### src/rtl/core/rfsl_ram.sv
`default_nettype none

module rfsl_ram #(
    parameter int WIDTH = 8,
    parameter int DEPTH = 16
) (
    input  wire logic                     clk,
    input  wire logic                     we,
    input  wire logic [$clog2(DEPTH)-1:0] waddr,
    input  wire logic [WIDTH-1:0]         wdata,
    input  wire logic [$clog2(DEPTH)-1:0] raddr,
    output logic      [WIDTH-1:0]         rdata
);

    logic [WIDTH-1:0] mem [DEPTH];

    always_ff @(posedge clk)
    begin
        if (we)
        begin
            mem[waddr] <= wdata;
        end
        rdata <= mem[raddr];
    end

endmodule

`default_nettype wire

### config.mk
export PLATFORM = sky130hd
export DESIGN_NAME = rfsl_ram
export DESIGN_NICKNAME = d
export VERILOG_FILES = /design/src/rtl/core/rfsl_ram.sv
export SDC_FILE = /design/constraint.sdc
export NUM_CORES = 1
export LEC_CHECK = 0
export BUFFER_PORTS_ARGS = -buffer_cell sky130_fd_sc_hd__buf_2
export CORE_UTILIZATION = 50
export CTS_CLUSTER_DIAMETER = 80
export DETAILED_ROUTE_END_ITERATION = 8
export PLACE_DENSITY = 0.65
export SLEW_MARGIN = 20
export SYNTH_ARGS = -nofsm -noshare
export SYNTH_HDL_FRONTEND = slang
export SYNTH_SLANG_ARGS = --single-unit
export TNS_END_PERCENT = 5
### constraint.sdc
create_clock -name clk -period 2.5 [get_ports clk]
set_clock_uncertainty 0.05 [all_clocks]
set_input_delay 0.5 -clock clk [delete_from_list [all_inputs] [get_ports clk]]
set_output_delay 0.5 -clock clk [all_outputs]
set_load 0.01 [all_outputs]
After elaboration in Yosys (flattened, before gate mapping)

Memories as Yosys holds them, arrays and structs flattened. A register that Yosys moved wholly into a read port is not among the register bits.
Index checks and enable logic that the tools add are counted.

Flip-flop bits (word level): 0
Bits in writable memories: 128
Bits of input ports: 18
Output and inout bits: 8
Word-level logic and storage cells: 3
Memories kept: 1

Memory list:

| memory | depth | width | read ports | clocked after Yosys merged registers in | write ports | RTL line | text |
|---|---|---|---|---|---|---|---|
| mem    | 16    | 8     | 1          | 1                                       | 1           | 15       | `logic [WIDTH-1:0] mem [DEPTH];` |

Mux-type cells: 2

Operators by type and width:

| cell             | number |
|---|---|
| 2-to-1 mux 1 bit | 2 |

Longest topological paths before layout

Gate-level depths: netlist (run 1).

Word-level depth: 2
Gate-level depth with buffers: 5
Depth with buffers taken out: 3

Worst setup path after synthesis (run 1)

Ideal clock, no wire load.

Path type: input to register
From: input waddr[2]
To: memory mem[0][0], enable pin
Library setup time: 383 ps
Arrival: 1,610 ps
Data required time: 2,067 ps
Slack: 457 ps
Stages on the path: 2
Buffers on the path: 0
Cell sequence: or3b_2 > nor3_1

RTL lines:

| element         | RTL line | text |
|---|---|---|
| start, declared | 9        | `input wire logic [$clog2(DEPTH)-1:0] waddr,` |
| end, declared   | 15       |  |

No word-level cell before the write port.

==> results.py, run 1 <==
metrics = {
    "outcome": {
        "outcome": "finished, final reports clean",
    },
    "cells_and_area": {
        "regArea_sq_um": 4004,
        "antennaDiodeCount": 0,
        "fillers": 662,
        "drive_gt1_share_pct": 33.11,
        "area_delta_synth_final_pct": 19.54,
        "multi_input_area_sq_um": 1057,
        "num-nets-final": 304,
    },
    "place": {
        "gp_congestion": 0.7021,
        "dpl.hpwl_mm": 6.151,
        "portBuffers": 25,
    },
    "floorplan": {
        "num_io_pins": 26,
        "initial_core_util_pct": 52.18,
        "die_w_microns": 103.5,
        "core-area_sq_um": 9864,
        "dieHeight_microns": 103.5,
        "dieArea_sq_um": 10710,
        "num_rows": 36,
    },
    "detailed_routing": {
        "viasPerCell": 5.634,
        "drtPass1Iterations": 4,
        "wl_met1_mm": 3.956,
        "wl_per_cell_microns": 22.16,
        "routed-wl-met2_mm": 4.726,
        "drt_iter0_drc": 149,
        "wirelength_mm": 9.573,
        "via_count": 2434,
        "met3_length_microns": 740,
        "drc": 0,
        "ant_nets": 0,
        "top_layer_used": "met4",
    },
    "synthesis": {
        "synth_cells": 229,
        "synth.area.top_cells": "edfxtp_1 (75%), mux4_2 (7.9%), mux4_1 (7.1%)",
        "syn_avg_cell_area_sq_um": 22.48,
        "yosysTopAreaCell": "edfxtp_1",
        "ys_ff_latch": 136,
        "synthesis.area_sq_um": 5147,
        "syn_nets": 247,
        "synth_top_cell_area_share_pct": 74.67,
        "seq_area_frac_synth_pct": 77.78,
        "synth_warnings": 0,
        "synth.distinct_cells": 19,
    },
    "setup_path": {
        "criticalPathCategory": "primary input to flop",
        "required_ps": 2830,
        "path_delay_family": "multiplexers",
        "cp_max_fo": 16,
        "crit_arrival_ps": 1920,
        "cp-start-kind": "primary input",
        "crit_path_cell_trace": "buf_2 > buf_12 > mux4_1 > a22oi_1 > nand2_1",
        "crit_path_max_incr_delay_ps": 550,
        "end_kind": "flop",
        "slowest_stage": "mux4_1",
        "crit_buf_inv": 2,
    },
    "sta": {
        "period_minus_slack_ps": 1593,
        "tns_ps": 0,
        "final-setup-viol-count": 0,
        "final_max_slew_viol_count": 0,
        "fmax_ghz": 0.6279,
        "worstMarginPinSlew_ps": 753.5,
        "rsz0062_at_grt": "no",
        "slew_headroom_pct": 49.66,
        "hold_viol": 0,
        "fin_crit_sh_pct": 63.70,
    },
    "global_routing": {
        "grt_usage_pct": 20.61,
        "gr-total-overflow": 0,
        "grt_pass1_wl_mm": 14.66,
        "grt_antenna_before_repair": 0,
        "grt_max_degree": 17,
        "grt_pass1_vias": 2505,
    },
    "cts": {
        "clk_transition_reported_paths_ps": 60,
        "ctsHoldBuffers": 0,
        "numCtsBuffers": 17,
        "postCtsSetupRepairBufs": 0,
        "cts_tree": "yes",
        "cts_sinks": 136,
        "clock-root-buffer": "clkbuf_8",
        "cts_resized": 0,
        "clock_path_buffers": 2,
        "insertion_delay_ps": 500,
        "htree_levels": 4,
    },
    "pwr": {
        "fin_total_pwr_mw": 5.283,
        "p_per_area_nw_per_um2": 858.6,
        "peakVddDrop_mv": 0.3422,
        "leakage_nw": 2.112,
    },
    "run": {
        "cap_viol_max_count": 0,
    },
    "worst_hold_path": {
        "hp-class": "primary input to flop",
    },
}
-- stage by stage --
step	instance area, sq um	setup WS (ps)	cells	hold WS [ps]	utilization (%)
3_3_place_gp	5550	385.4	400	602.6	56.27
3_5_place_dp	5550	374.2	400	612.0	56.27
2_1_floorplan	5147	457.1	229	548.9	-
4_1_cts	6153	885.6	432	313.7	62.38
5_1_grt	6153	833.2	432	319.0	62.38
6_report	6153	907.4	432	339.3	62.38
-- power by group --
part / total (mW) / internal (mW) / switching, mW
Sequential: 2.56 / 2.55 / 0.0129
Clock: 2.48 / 1.55 / 0.928
Combinational: 0.241 / 0.104 / 0.137
Total: 5.28 / 4.21 / 1.08
-- kinds of logic (layout without fill, tap and decap cells) --
family | Yosys count | count (layout) | share of synthesized area (%)
flops | 136 | 136 | 77.78
mux | 32 | 32 | 15.02
buf+inv | 10 | 80 | 1.677
compound gates | 16 | 16 | 2.334
simple gates | 35 | 35 | 3.184
-- worst reg2reg max path, stage by stage, from the launching register on --
cell and delay (ps):
edfxtp_1 370, mux4_2 490, a22oi_1 330, nand2_1 90
-- cells in the mapped netlist --
library cell	instances
nand2b_1	2
and2_1	1
clkdlybuf4s25_2	3
buf_6	3
nor3_1	4
nor2_1	13
buf_4	1
mux4_2	18
nor2b_1	1
dfxtp_1	8
buf_2	3
or3b_2	1
and2b_1	1
mux4_1	14
edfxtp_1	128
a22oi_1	16
nand3b_1	2
nand3_1	1
nand2_1	9
-- sequential cells by signal, summed over array words and instances (netlist names) --
register / cells
mem: 128
rdata: 8
-- per-layer routing --
| metal | track usage [%] | vias up |
|---|---|---|
| li1 | - | 1089 |
| met1 | 27.86 | 1232 |
| met2 | 32.81 | 101 |
| met3 | 5.376 | 12 |
| met4 | 7.367 | 0 |
| met5 | 0 | - |
-- cell usage in the layout (no fill, tap or decap) --
cell and count:
clkinv_4 5, clkbuf_16 16, clkinvlp_4 3, or3b_2 1
nor3_1 4, nor2b_1 1, nand3_1 1, and2_1 1
nand2_1 9, a22oi_1 16, edfxtp_1 128, dfxtp_1 8
clkbuf_8 2, nand2b_1 2, bufinv_16 3, clkinv_2 2
nand3b_1 2, buf_2 25, buf_12 2, and2b_1 1
mux4_1 14, buf_4 21, nor2_1 13, inv_6 1
mux4_2 18
-- worst paths after layout --
kind	from	to	slack, ps	cells past startpoint
hold / removal	wdata[1]	mem[6][1]	340	1
setup / recovery	raddr[0]	rdata[2]	910	5
setup reg to reg	mem[3][4]	rdata[4]	1060	3
hold reg to reg	mem[11][3]	rdata[3]	620	3
-- area by class of cell --
| type | instances | area share (%) |
|---|---|---|
| clock buffer | 18 | 6.954 |
| clock inverter | 14 | 2.847 |
| tap | 133 | 2.704 |
| sequential | 136 | 65.07 |
| multi-input combinational | 83 | 17.18 |
| timing repair buffer | 48 | 5.246 |
(Power assumes the default switching activity.)
==> run 2, diff against run 1 <==
--- a/config.mk
+++ b/config.mk
@@ -9,7 +9,7 @@
 export CORE_UTILIZATION = 50
 export CTS_CLUSTER_DIAMETER = 80
 export DETAILED_ROUTE_END_ITERATION = 8
-export PLACE_DENSITY = 0.65
+export PLACE_DENSITY = 0.68
 export SLEW_MARGIN = 20
 export SYNTH_ARGS = -nofsm -noshare
 export SYNTH_HDL_FRONTEND = slang
==> constraint.sdc (replaced) <==
create_clock -name clk -period 1.28 [get_ports clk]
set_clock_uncertainty 0.05 [all_clocks]
set_input_delay 0.256 -clock clk [delete_from_list [all_inputs] [get_ports clk]]
set_output_delay 0.256 -clock clk [all_outputs]
set_load 0.01 [all_outputs]
==> run 2 against run 1 <==
  * The run now ends with setup timing left
  * Via count rose by 1.0%
  * Setup slack got worse by 960 ps
  * Combinational power rose by 140%
  * Critical path type is now flop to flop
  * Highest routed layer unchanged
==> results.py, run 2 (same netlist as run 1, synthesis figures left out) <==
metrics = {
    "cts": {
        "htree_levels": 4,
        "clock_path_buffers": 2,
        "numCtsBuffers": 17,
        "ctsHoldBuffers": 0,
        "cts_tree": "yes",
        "clock-root-buffer": "clkbuf_8",
        "cts_sinks": 136,
        "insertion_delay_ps": 510,
        "clk_transition_reported_paths_ps": 60,
    },
    "cells_and_area": {
        "drive_gt1_share_pct": 44.01,
        "largest-register": "mem",
        "area_delta_synth_final_pct": 22.95,
        "final_common_cell": "edfxtp_1",
        "largest_reg_flops": 128,
        "num-nets-final": 314,
        "multi_input_area_sq_um": 1089,
        "regArea_sq_um": 4010,
        "top_regs": "mem x128, rdata x8",
        "final_cell_mix": "edfxtp_1 (128), mux4_2 (30), buf_4 (26)",
        "fillers": 641,
        "fin_util_pct": 64.16,
        "antennaDiodeCount": 0,
        "final_cells": 442,
    },
    "pwr": {
        "leakage_nw": 2.138,
        "peakVddDrop_mv": 0.9800,
        "p_per_area_nw_per_um2": 1617,
    },
    "global_routing": {
        "grt_usage_pct": 21.53,
        "grt_max_degree": 20,
        "grt_antenna_before_repair": 0,
        "gr-total-overflow": 0,
        "grt_pass1_wl_mm": 15.39,
        "grt_pass1_vias": 2636,
    },
    "detailed_routing": {
        "wirelength_mm": 10.24,
        "viasPerCell": 5.563,
        "drc": 0,
        "wl_per_cell_microns": 23.17,
        "via_count": 2459,
        "drt_iter0_drc": 135,
        "ant_nets": 0,
        "drtPass1Iterations": 4,
    },
    "setup_path": {
        "r2r_end": "rdata[0]",
        "crit_buf_inv": 0,
        "path_delay_family": "multiplexers",
        "crit_arrival_ps": 1670,
        "cp_max_fo": 1,
        "crit_path_max_incr_delay_ps": 470,
        "reg2reg_depth": 3,
        "reg2reg_slack_ps": -50,
        "criticalPathCategory": "flop to flop",
        "end_kind": "flop",
        "cp-start-kind": "flop",
        "required_ps": 1610,
        "slowest_stage": "mux4_2",
        "reg2reg_from": "mem[0][0]",
        "crit_path_cell_trace": "mux4_2 > a22oi_1 > nand2_1",
    },
    "floorplan": {
        "num_rows": 36,
        "dieHeight_microns": 103.5,
        "dieArea_sq_um": 10710,
        "die_w_microns": 103.5,
        "initial_core_util_pct": 52.18,
        "num_io_pins": 26,
        "core-area_sq_um": 9864,
    },
    "run": {
        "cap_viol_max_count": 0,
    },
    "sta": {
        "hold_ws_ps": 91.90,
        "worstMarginPinSlew_ps": 953.0,
        "final-setup-viol-count": 8,
        "period_minus_slack_ps": 1334,
        "rsz0062_at_grt": "yes",
        "fin_crit_sh_pct": 104.2,
        "fin_ws_ps": -54.11,
        "hold_viol": 0,
        "final_max_slew_viol_count": 0,
        "slew_headroom_pct": 36.33,
        "fmax_ghz": 0.7496,
    },
    "worst_hold_path": {
        "hold_depth": 1,
        "hold_path_startpoint": "wdata[1]",
        "hp-class": "primary input to flop",
        "worst_hold_path.endpoint": "mem[12][1]",
    },
    "place": {
        "portBuffers": 25,
        "dpl.hpwl_mm": 6.579,
        "dp.cells": 410,
        "pre_cts_ws_ps": -477.6,
        "gp_congestion": 0.7743,
    },
    "outcome": {
        "violations": "setup timing",
        "outcome": "finished, violations left",
    },
}
-- run 2: where the power goes --
group / switching, mW / internal (mW)
clock: 1.71 / 2.93
combinational: 0.299 / 0.270
sequential: 0.0393 / 4.98
total: 2.05 / 8.18
-- run 2: how the worst max path moves through the flow --
| stage | start | to | slack, ps | depth (start not counted) |
|---|---|---|---|---|
| finish | mem[0][0] | rdata[0] | -50 | 3 |
| global route | mem[3][6] | rdata[6] | -90 | 3 |
| CTS | mem[7][6] | rdata[6] | -30 | 3 |
| detailed placement | raddr[0] | rdata[2] | -480 | 5 |
| global placement | raddr[0] | rdata[4] | -470 | 5 |
| floorplan | waddr[3] | mem[4][0] | -220 | 2 |
-- run 2: area by class of cell --
cell class | count | share of cell area, %
Timing Repair Buffer | 58 | 7.770
Clock inverter | 15 | 2.491
Tap cell | 133 | 2.630
Sequential cell | 136 | 63.37
Multi-Input combinational cell | 83 | 17.20
Clock buffer | 17 | 6.544
-- run 2: routing by layer --
metal | share of wire (%) | vias to the layer above | global-route usage, %
met5 | 0 | - | 0
met4 | 1.3 | 0 | 8.342
met3 | 3.5 | 10 | 5.645
met2 | 53 | 57 | 35.30
met1 | 43 | 1291 | 27.79
li1 | - | 1101 | -
-- run 2: worst register-to-register path, stage by stage (launching register included) --
cell	delay, ps
edfxtp_1	400
mux4_2	480
a22oi_1	210
nand2_1	80
-- run 2: per-stage QoR --
step                      power (mW)  TNS (ps)  area, sq um
after floorplan                5.363     -6729         5174
final                          10.23    -185.9         6329
after detailed placement       5.624    -24500         5714
after global routing           10.53    -650.2         6329
after CTS                      10.31    -170.3         6316
after global placement         5.603    -20720         5714
-- run 2: timing repair --
action,in CTS,in global routing
gates resized for setup,29,3
setup buffers,0,0
pin swaps,10,1
endpoints found under the setup margin,12,16
